`config.mk`:
```
export PLATFORM = sky130hd
export DESIGN_NAME = cplb_ptr
export DESIGN_NICKNAME = d
export VERILOG_FILES = /design/src/rtl/core/cplb_pkg.sv /design/src/rtl/core/cplb_ptr.sv
export SDC_FILE = /design/constraint.sdc
export NUM_CORES = 1
export LEC_CHECK = 0
export BUFFER_PORTS_ARGS = -buffer_cell sky130_fd_sc_hd__buf_2
export CAP_MARGIN = 20
export CORE_MARGIN = 2
export CORE_UTILIZATION = 40
export DETAILED_ROUTE_END_ITERATION = 10
export MAX_ROUTING_LAYER = met4
export SYNTH_ARGS = -nofsm -noshare
export SYNTH_HDL_FRONTEND = slang
export SYNTH_SLANG_ARGS = --single-unit
```
`constraint.sdc`:
```
create_clock -name clk -period 3.4 [get_ports clk]
set_input_delay 0.51 -clock clk [delete_from_list [all_inputs] [get_ports clk]]
set_output_delay 0.51 -clock clk [all_outputs]
set_load 0.1 [all_outputs]
```
`src/rtl/core/cplb_pkg.sv`:
```
`default_nettype none

package cplb_pkg;

  // Default geometry of the log ring.
  localparam int PAGES_DEF = 16;
  localparam int RECORDS_PER_PAGE_DEF = 64;

  // Fixed field widths of the ports.
  localparam int ACT_W = 2;
  localparam int REC_W = 64;
  localparam int PAGE_OUT_W = 4;
  localparam int SLOT_OUT_W = 6;

  // Action codes carried by an input item.
  typedef enum logic [ACT_W-1:0] {
    ACT_APPEND = 2'd0,
    ACT_READ   = 2'd1,
    ACT_CLEAR  = 2'd2,
    ACT_NONE   = 2'd3
  } act_t;

  // Memory operation and result flags from the pointer logic.
  typedef struct packed {
    logic wr_en;
    logic rd_en;
    logic rd_valid;
    logic erased;
  } mem_op_t;

endpackage

`default_nettype wire

```
`src/rtl/core/cplb_ptr.sv`:
```
`default_nettype none

module cplb_ptr
  import cplb_pkg::*;
#(
  parameter int PAGES = PAGES_DEF,
  parameter int RECORDS_PER_PAGE = RECORDS_PER_PAGE_DEF,
  localparam int TOTAL = PAGES * RECORDS_PER_PAGE,
  localparam int PG_W = $clog2(PAGES),
  localparam int FILL_W = $clog2(RECORDS_PER_PAGE + 1),
  localparam int POS_W = $clog2(TOTAL + 1),
  localparam int ADDR_W = $clog2(TOTAL)
) (
  input  wire logic              clk,
  input  wire logic              rst_n,
  input  wire logic              go,
  input  wire act_t              act,
  output mem_op_t                op,
  output logic [ADDR_W-1:0]      addr,
  output logic [PG_W-1:0]        wpage,
  output logic [FILL_W-1:0]      wslot,
  output logic                   done
);

  // Pointer state.
  logic [PG_W-1:0]   page_r, page_nxt;
  logic [FILL_W-1:0] fill_r, fill_nxt;
  logic              first_app_r, first_app_nxt;
  logic              wrapped_r, wrapped_nxt;
  logic [PG_W-1:0]   oldest_r, oldest_nxt;
  logic [POS_W-1:0]  rp_r, rp_nxt;
  logic              first_fetch_r, first_fetch_nxt;
  logic              done_r, done_nxt;

  // Working values.
  logic [PG_W-1:0]   app_page;
  logic [FILL_W-1:0] app_fill;
  logic [PG_W:0]     page_plus2;
  logic [POS_W-1:0]  app_lin;
  logic [POS_W-1:0]  wr_lin;
  logic [POS_W-1:0]  rd_base;
  logic [POS_W-1:0]  rd_wrap;

  // Linear position of the write pointer and of the next read.
  assign wr_lin  = POS_W'(page_r) * POS_W'(RECORDS_PER_PAGE) + POS_W'(fill_r);
  assign rd_base = first_fetch_r ? POS_W'(oldest_r) * POS_W'(RECORDS_PER_PAGE) : rp_r;
  assign rd_wrap = (rd_base >= POS_W'(TOTAL)) ? '0 : rd_base;
  assign page_plus2 = {1'b0, page_r} + (PG_W+1)'(2);
  assign app_lin = POS_W'(app_page) * POS_W'(RECORDS_PER_PAGE) + POS_W'(app_fill);

  // Next state and memory operation for the item in flight.
  always_comb begin
    page_nxt        = page_r;
    fill_nxt        = fill_r;
    first_app_nxt   = first_app_r;
    wrapped_nxt     = wrapped_r;
    oldest_nxt      = oldest_r;
    rp_nxt          = rp_r;
    first_fetch_nxt = first_fetch_r;
    done_nxt        = done_r;
    op              = '0;
    addr            = '0;
    app_page        = page_r;
    app_fill        = fill_r;
    if (go) begin
      unique case (act)
        ACT_APPEND: begin
          op.wr_en = 1'b1;
          if (first_app_r) begin
            app_page      = '0;
            app_fill      = '0;
            oldest_nxt    = '0;
            first_app_nxt = 1'b0;
            op.erased     = 1'b1;
          end else if (fill_r == FILL_W'(RECORDS_PER_PAGE)) begin
            // Page full: step to the next page, wrapping at the end of the ring.
            app_fill  = '0;
            op.erased = 1'b1;
            if (page_r == PG_W'(PAGES - 1)) begin
              app_page    = '0;
              wrapped_nxt = 1'b1;
              oldest_nxt  = PG_W'(1);
            end else begin
              app_page = page_r + PG_W'(1);
              if (!wrapped_r) begin
                oldest_nxt = '0;
              end else if (page_plus2 == (PG_W+1)'(PAGES)) begin
                oldest_nxt = '0;
              end else begin
                oldest_nxt = page_plus2[PG_W-1:0];
              end
            end
          end
          page_nxt = app_page;
          fill_nxt = app_fill + FILL_W'(1);
          addr     = app_lin[ADDR_W-1:0];
        end
        ACT_READ: begin
          first_fetch_nxt = 1'b0;
          // The done check is made before and after the wrap to page 0.
          if (rd_base == wr_lin) begin
            done_nxt = 1'b1;
            rp_nxt   = rd_base;
          end else if (rd_wrap == wr_lin) begin
            done_nxt = 1'b1;
            rp_nxt   = rd_wrap;
          end else begin
            op.rd_en    = 1'b1;
            op.rd_valid = 1'b1;
            addr        = rd_wrap[ADDR_W-1:0];
            rp_nxt      = rd_wrap + POS_W'(1);
          end
        end
        ACT_CLEAR: begin
          done_nxt = 1'b0;
        end
        ACT_NONE: begin
        end
        default: begin
        end
      endcase
    end
  end

  assign wpage = app_page;
  assign wslot = app_fill;
  assign done  = done_r;

  // Pointer registers.
  always_ff @(posedge clk) begin
    if (!rst_n) begin
      page_r        <= '0;
      fill_r        <= '0;
      first_app_r   <= 1'b1;
      wrapped_r     <= 1'b0;
      oldest_r      <= '0;
      rp_r          <= '0;
      first_fetch_r <= 1'b1;
      done_r        <= 1'b0;
    end else begin
      page_r        <= page_nxt;
      fill_r        <= fill_nxt;
      first_app_r   <= first_app_nxt;
      wrapped_r     <= wrapped_nxt;
      oldest_r      <= oldest_nxt;
      rp_r          <= rp_nxt;
      first_fetch_r <= first_fetch_nxt;
      done_r        <= done_nxt;
    end
  end

  // A single memory port: never a write and a read together.
  a_one_access: assert property (@(posedge clk) disable iff (!rst_n)
    !(op.wr_en && op.rd_en))
    else $error("write and read issued together");

  // The fill count never passes a full page.
  a_fill_range: assert property (@(posedge clk) disable iff (!rst_n)
    fill_r <= FILL_W'(RECORDS_PER_PAGE))
    else $error("write fill beyond page size");

  // Once the ring has wrapped, the oldest page is the one after the write page.
  a_oldest: assert property (@(posedge clk) disable iff (!rst_n)
    (wrapped_r && go && act == ACT_APPEND) |=>
      (oldest_r == ((page_r == PG_W'(PAGES - 1)) ? '0 : page_r + PG_W'(1))))
    else $error("oldest page does not follow the write page");

endmodule

`default_nettype wire

```
==> flow_metrics.env, run 1 <==
export IMPL_status="finished clean"
export IMPL_vias_per_cell=5.938
export IMPL_cts_made_buffers=5
export IMPL_max_clock_freq_mhz=298.0
export IMPL_vdd_drop_max_uv=140.9
export IMPL_final_cell_mix="40 x buf_4, 39 x nand2_1, 30 x nor2_1, 23 x dfxtp_1, 18 x buf_2"
export IMPL_hpwlAfterDp_um=6151
export IMPL_postSynthAreaPerCell_um2=7.411
export IMPL_path_max_fanout=4
export IMPL_grt_pass1_vias=2792
export IMPL_finalSetupViolations=0
export IMPL_antenna_found_initial=0
export IMPL_hold_viol=0
export IMPL_setup_ws_ps=44.22
export IMPL_arrival_ps=2850
export IMPL_drtIter0Drc=156
export IMPL_fin_crit_sh=0.9870
export IMPL_nets=424
export IMPL_htreeDepth=2
export IMPL_rsz0062_at_grt="true"
export IMPL_grt_met3_usage=0.03561
export IMPL_synthTopCellsByArea="dfxtp_1 22%, nand2_1 5.6%, nor2_1 5.0%"
export IMPL_clk_pin_slew_ps=60
export IMPL_first_pass_iters=5
export IMPL_place_ws_ps=37.55
export IMPL_grt_usage=0.2404
export IMPL_syn_cell_area_um2=2690
export IMPL_met1_usage=0.3267
export IMPL_drive_above_1_share=0.3341
export IMPL_ys_ff_latch=30
export IMPL_drc_errors=0
export IMPL_dieArea_um2=7397
export IMPL_synth_main_ff_cell="dfxtp_1"
export IMPL_synthCells=363
export IMPL_finalMaxSlewViolations=0
export IMPL_fp_coreArea_um2=6422
export IMPL_critical_path_class="reg2out"
export IMPL_async_flop_share=0
export IMPL_drt_wl_total_um=8401
export IMPL_synthDistinctLibCells=70
export IMPL_dr_total_vias=2892
export IMPL_slew_headroom=0.5692
export IMPL_grt_max_degree=22
export IMPL_area_growth_pct=32.74
export IMPL_place_port_buffers=30
export IMPL_hold_ws_ps=498.7
export IMPL_required_ps=2890
export IMPL_start_util=0.4189
export IMPL_synth_edff_count=0
export IMPL_use_met2=0.3594
export IMPL_tightestPinTransition_ps=645.6
export IMPL_grt_busiest_layer="met2"
export IMPL_clock_path_buffers=2
export IMPL_power_density_nw_per_um2=218.8
export IMPL_post_drt_wl_per_cell_um=17.25
export IMPL_yosysSeqAreaShare=0.2233
export IMPL_layout_commonest_cell="buf_4"
export IMPL_grt_pass1_wl_um=13840
export IMPL_ys_warnings_count=0
export IMPL_die_h_um=86.01
export IMPL_gp_congestion=0.8860
export IMPL_final_setup_tns_ps=0
export IMPL_cts_root_buf="clkbuf_8"
export IMPL_ios=31
export IMPL_synth_nets=378
export IMPL_crit_path_end_kind="output port"
export IMPL_finClkSkew_ps=1.074
export IMPL_synth_top_area_frac=0.2233
export IMPL_drv_cap=0
export IMPL_cts_tree="built"
export IMPL_rows=29
export IMPL_timing_final_crit_period_ps=3356
export IMPL_cts_sinks=30
export IMPL_clk_insertion_delay_late_ps=280
export IMPL_critPathLaunchType="register"
export IMPL_power_leakage_nw=1.376
export IMPL_ant_nets=0
export IMPL_synth_top_area_cell="dfxtp_1"
export IMPL_antenna_cells=0
export IMPL_hold_class="reg2reg"
export IMPL_die_x_um=86.01
export IMPL_globalRouteOverflowTotal=0
-- cell usage after synthesis (4+ instances only) --
| master | instances |
|---|---|
| nand2_1 | 40 |
| nand3_1 | 16 |
| clkbuf_1 | 15 |
| a21oi_1 | 20 |
| xnor2_1 | 12 |
| xor2_1 | 5 |
| o21ai_0 | 14 |
| a31oi_1 | 6 |
| mux2i_1 | 4 |
| ha_1 | 10 |
| or4_1 | 7 |
| nor3b_1 | 8 |
| o21a_1 | 6 |
| a22oi_1 | 4 |
| nor2_1 | 36 |
| nor2b_1 | 7 |
| a2bb2oi_1 | 4 |
| and2_1 | 16 |
| buf_2 | 6 |
| nor3_1 | 8 |
| o211ai_1 | 4 |
| dfxtp_1 | 30 |
| a21o_1 | 4 |
| inv_1 | 9 |
-- power breakdown --
part	switching, mW	leakage [nW]	total [mW]	internal [mW]
Clock	0.136	0.0482	0.299	0.163
Sequential	0.00688	0.245	0.362	0.355
Combinational	0.0790	1.08	0.120	0.0414
-- through the flow --
stage | instance area [µm²] | cells | power (mW) | utilization
floorplan | 2882 | 363 | 0.4458 | -
global placement | 3273 | 472 | 0.4746 | 0.5096
detailed placement | 3273 | 472 | 0.4756 | 0.5096
CTS | 3462 | 484 | 0.7820 | 0.5391
global route | 3571 | 487 | 0.8165 | 0.5560
finish | 3571 | 487 | 0.7813 | 0.5560
-- cells by family (layout without fill, tap and decap cells) --
group | count (synthesis) | count (layout) | synth area share
simple gates | 176 | 176 | 0.3609
compound gates | 88 | 88 | 0.2237
buf+inv | 36 | 83 | 0.06279
mux | 6 | 6 | 0.02744
fa+ha+maj | 10 | 10 | 0.04651
flops | 30 | 30 | 0.2233
xor+xnor | 17 | 17 | 0.05535
-- layout make-up --
type	count	area, µm²
Timing Repair Buffer	66	541.8
Tap cell	77	96.34
Inverter	9	37.54
Clock inverter	1	5.005
Fill cell	608	2851
Multi-Input combinational cell	297	2192
Sequential cell	30	611.8
Clock buffer	7	86.33
-- worst max-delay path: stages, from the launching register on --
cell	delay (ps)
dfxtp_2	340
ha_4	260
buf_4	140
nor2_1	80
nor4_1	60
a221o_1	260
a2111o_1	460
or2_1	280
ha_2	170
and3_1	150
a21oi_2	120
nor2_2	60
buf_12	190
-- layer usage --
metal / wire length [µm] / vias to the layer above
li1: - / 1402
met1: 3838 / 1405
met2: 3949 / 68
met3: 415 / 17
met4: 197 / 0
met5: 0 / -
-- sequential cells by signal, indices dropped and copies added, names as in the netlist --
signal,cells
done,1
fill_r,7
wrapped_r,1
oldest_r,4
first_app_r,1
first_fetch_r,1
rp_r,11
page_r,4
-- final timing paths --
kind | slack (ps) | end | cells past startpoint | startpoint
worst max-delay path | 40 | addr[0] | 12 | fill_r[6]
worst min-delay path | 500 | wrapped_r | 1 | wrapped_r
worst max register to register | 640 | rp_r[6] | 10 | fill_r[6]
worst min register to register | 500 | wrapped_r | 1 | wrapped_r
-- repair_timing --
item,4_1_cts,5_1_grt
hold buffers,0,0
pin swaps,4,6
buffers inserted,4,3
endpoints found under the setup margin,12,12
resized for setup,17,24
gates cloned,0,0
No activity file was read; power rests on OpenSTA's default activity.
==> run 2, diff against run 1 <==
--- a/config.mk
+++ b/config.mk
@@ -11,6 +11,8 @@
 export CORE_UTILIZATION = 40
 export DETAILED_ROUTE_END_ITERATION = 10
 export MAX_ROUTING_LAYER = met4
+export RECOVER_POWER = 100
+export SKIP_CTS_REPAIR_TIMING = 1
 export SYNTH_ARGS = -nofsm -noshare
 export SYNTH_HDL_FRONTEND = slang
 export SYNTH_SLANG_ARGS = --single-unit
==> constraint.sdc (replaced) <==
create_clock -name clk -period 3.4 [get_ports clk]
set_input_delay 0.68 -clock clk [delete_from_list [all_inputs] [get_ports clk]]
set_output_delay 0.68 -clock clk [all_outputs]
set_load 0.1 [all_outputs]
==> run 2 against run 1 <==
Compared with the run above:
- the run now ends with negative setup slack left
- total power rose by 11%
- count of clock-buffer cells in the layout fell by 2
- critical path type unchanged
- highest routed layer unchanged
- setup slack worse by 120 ps
- register-to-register slack better by 100 ps
- design area grew 13%
- largest power group is now the clock network
==> flow_metrics.env, run 2 (synthesis gave the netlist of run 1 again) <==
export IMPL_clock_path_buffers=2
export IMPL_setup_ws_ps=-79.84
export IMPL_cts_sinks=30
export IMPL_ios=31
export IMPL_max_clock_freq_mhz=287.4
export IMPL_tightestPinTransition_ps=1179
export IMPL_cpMostUsedCell="buf_6"
export IMPL_final_cell_mix="60 x buf_4, 38 x nand2_1, 30 x nor2_1, 23 x dfxtp_1"
export IMPL_grt_max_degree=22
export IMPL_cts_tree="built"
export IMPL_ff2ff_path_depth=10
export IMPL_arrival_ps=2800
export IMPL_dieArea_um2=7397
export IMPL_drtIter0Drc=217
export IMPL_power_density_nw_per_um2=213.3
export IMPL_clk_insertion_delay_late_ps=300
export IMPL_finalSetupViolations=6
export IMPL_switching_share=0.2813
export IMPL_critPathLaunchType="register"
export IMPL_die_h_um=86.01
export IMPL_multi_input_area_um2=2310
export IMPL_htreeDepth=2
export IMPL_rows=29
export IMPL_place_port_buffers=30
export IMPL_layout_commonest_cell="buf_4"
export IMPL_vdd_drop_max_uv=182.4
export IMPL_crit_slowest_cell="or4_4"
export IMPL_status="finished with violations"
export IMPL_power_leakage_nw=1.563
export IMPL_cts_made_buffers=5
export IMPL_start_util=0.4189
export IMPL_crit_path_end_kind="output port"
export IMPL_p_int_mw=0.6211
export IMPL_ant_nets=0
export IMPL_violations="negative setup slack"
export IMPL_antenna_cells=0
export IMPL_fillers=558
export IMPL_nets=457
export IMPL_hpwlAfterDp_um=6366
export IMPL_drc_errors=0
export IMPL_hold_viol=0
export IMPL_postLayoutCoreUtil=0.6308
export IMPL_drt_wl_total_um=9234
export IMPL_min_path_cells=1
export IMPL_fp_coreArea_um2=6422
export IMPL_die_x_um=86.01
export IMPL_grt_pass1_vias=2804
export IMPL_area_growth_pct=50.60
export IMPL_drv_cap=0
export IMPL_power_frac_comb=0.164
export IMPL_path_cells="buf_6 > or3b_4 > a211oi_2 > nand4b_1 > a2111o_1 > buf_6 > o21ai_4 > or4_4 > a21oi_4 > buf_12"
export IMPL_pwr_share_seq=0.413
export IMPL_gp_congestion=0.9797
export IMPL_fin_cells=520
export IMPL_p_switching_mw=0.2431
export IMPL_globalRouteOverflowTotal=0
export IMPL_critical_path_class="reg2out"
export IMPL_first_pass_iters=4
export IMPL_rsz0062_at_grt="true"
export IMPL_vias_per_cell=5.873
export IMPL_finalMaxSlewViolations=0
export IMPL_place_ws_ps=-51.72
export IMPL_p_clk_frac=0.424
export IMPL_hold_class="reg2reg"
export IMPL_clk_pin_slew_ps=80
export IMPL_fin_crit_sh=1.023
export IMPL_grt_usage=0.2437
export IMPL_final_seq_area_um2=616.8
export IMPL_cts_root_buf="clkbuf_8"
export IMPL_cpPeakStageDelay_ps=510
export IMPL_dr_total_vias=3054
export IMPL_finClkSkew_ps=12.19
export IMPL_drive_above_1_share=0.4063
export IMPL_timing_final_crit_period_ps=3480
export IMPL_grt_pass1_wl_um=13990
export IMPL_slew_headroom=0.2171
export IMPL_max_flop_register="rp_r"
export IMPL_largest_reg_flops=11
export IMPL_reg_top3="rp_r x11, fill_r x7"
export IMPL_final_setup_tns_ps=-394.1
export IMPL_post_drt_wl_per_cell_um=17.76
export IMPL_required_ps=2720
export IMPL_path_max_fanout=6
export IMPL_antenna_found_initial=0
export IMPL_dpl_cell_count=488
run 2: critical path, delay by kind of cell (launching register included):
family / cells / cell delay, ps
AOI/OAI and AO/OA: 4 / 640
and+or+nand+nor: 3 / 1050
buffers and inverters: 3 / 460
DFF: 1 / 370
run 2: area by class of cell:
| cell class | count | share of cell area |
|---|---|---|
| clock inverter | 3 | 0.009883 |
| timing repair buffer | 98 | 0.2171 |
| clock buffer | 5 | 0.01699 |
| multi-input combinational | 298 | 0.5701 |
| tap | 77 | 0.02378 |
| sequential | 30 | 0.1523 |
| inverter | 9 | 0.009883 |
run 2: per-layer routing:
| layer | wire [µm] | GRT usage | vias to the layer above |
|---|---|---|---|
| met5 | 0 | - | - |
| met4 | 153 | 0.07071 | 0 |
| met3 | 584 | 0.03850 | 14 |
| met2 | 4504 | 0.3805 | 97 |
| met1 | 3992 | 0.3246 | 1470 |
| li1 | - | - | 1473 |
run 2: per-stage QoR:
step           hold WS [ps]  power, mW  cell area, µm²
4_1_cts               503.9     0.8519            3547
2_1_floorplan         461.6     0.4466            2885
3_3_place_gp          482.8     0.4819            3438
3_5_place_dp          489.8     0.4830            3438
6_report              512.8     0.8642            4051
5_1_grt               532.6     0.8992            4051
run 2: worst paths after layout:
| check | startpoint | to | slack [ps] |
|---|---|---|---|
| max reg2reg | first_fetch_r | rp_r[2] | 740 |
| min reg2reg | wrapped_r | wrapped_r | 510 |
| max | first_fetch_r | addr[3] | -80 |
| min | wrapped_r | wrapped_r | 510 |
run 2: power by group through the flow:
stage	Sequential (mW)	Clock (mW)	Combinational, mW
6_report	0.357	0.366	0.141
5_1_grt	0.357	0.392	0.150
4_1_cts	0.359	0.377	0.116
3_5_place_dp	0.368	0	0.115
3_3_place_gp	0.367	0	0.115
2_1_floorplan	0.368	0	0.0788
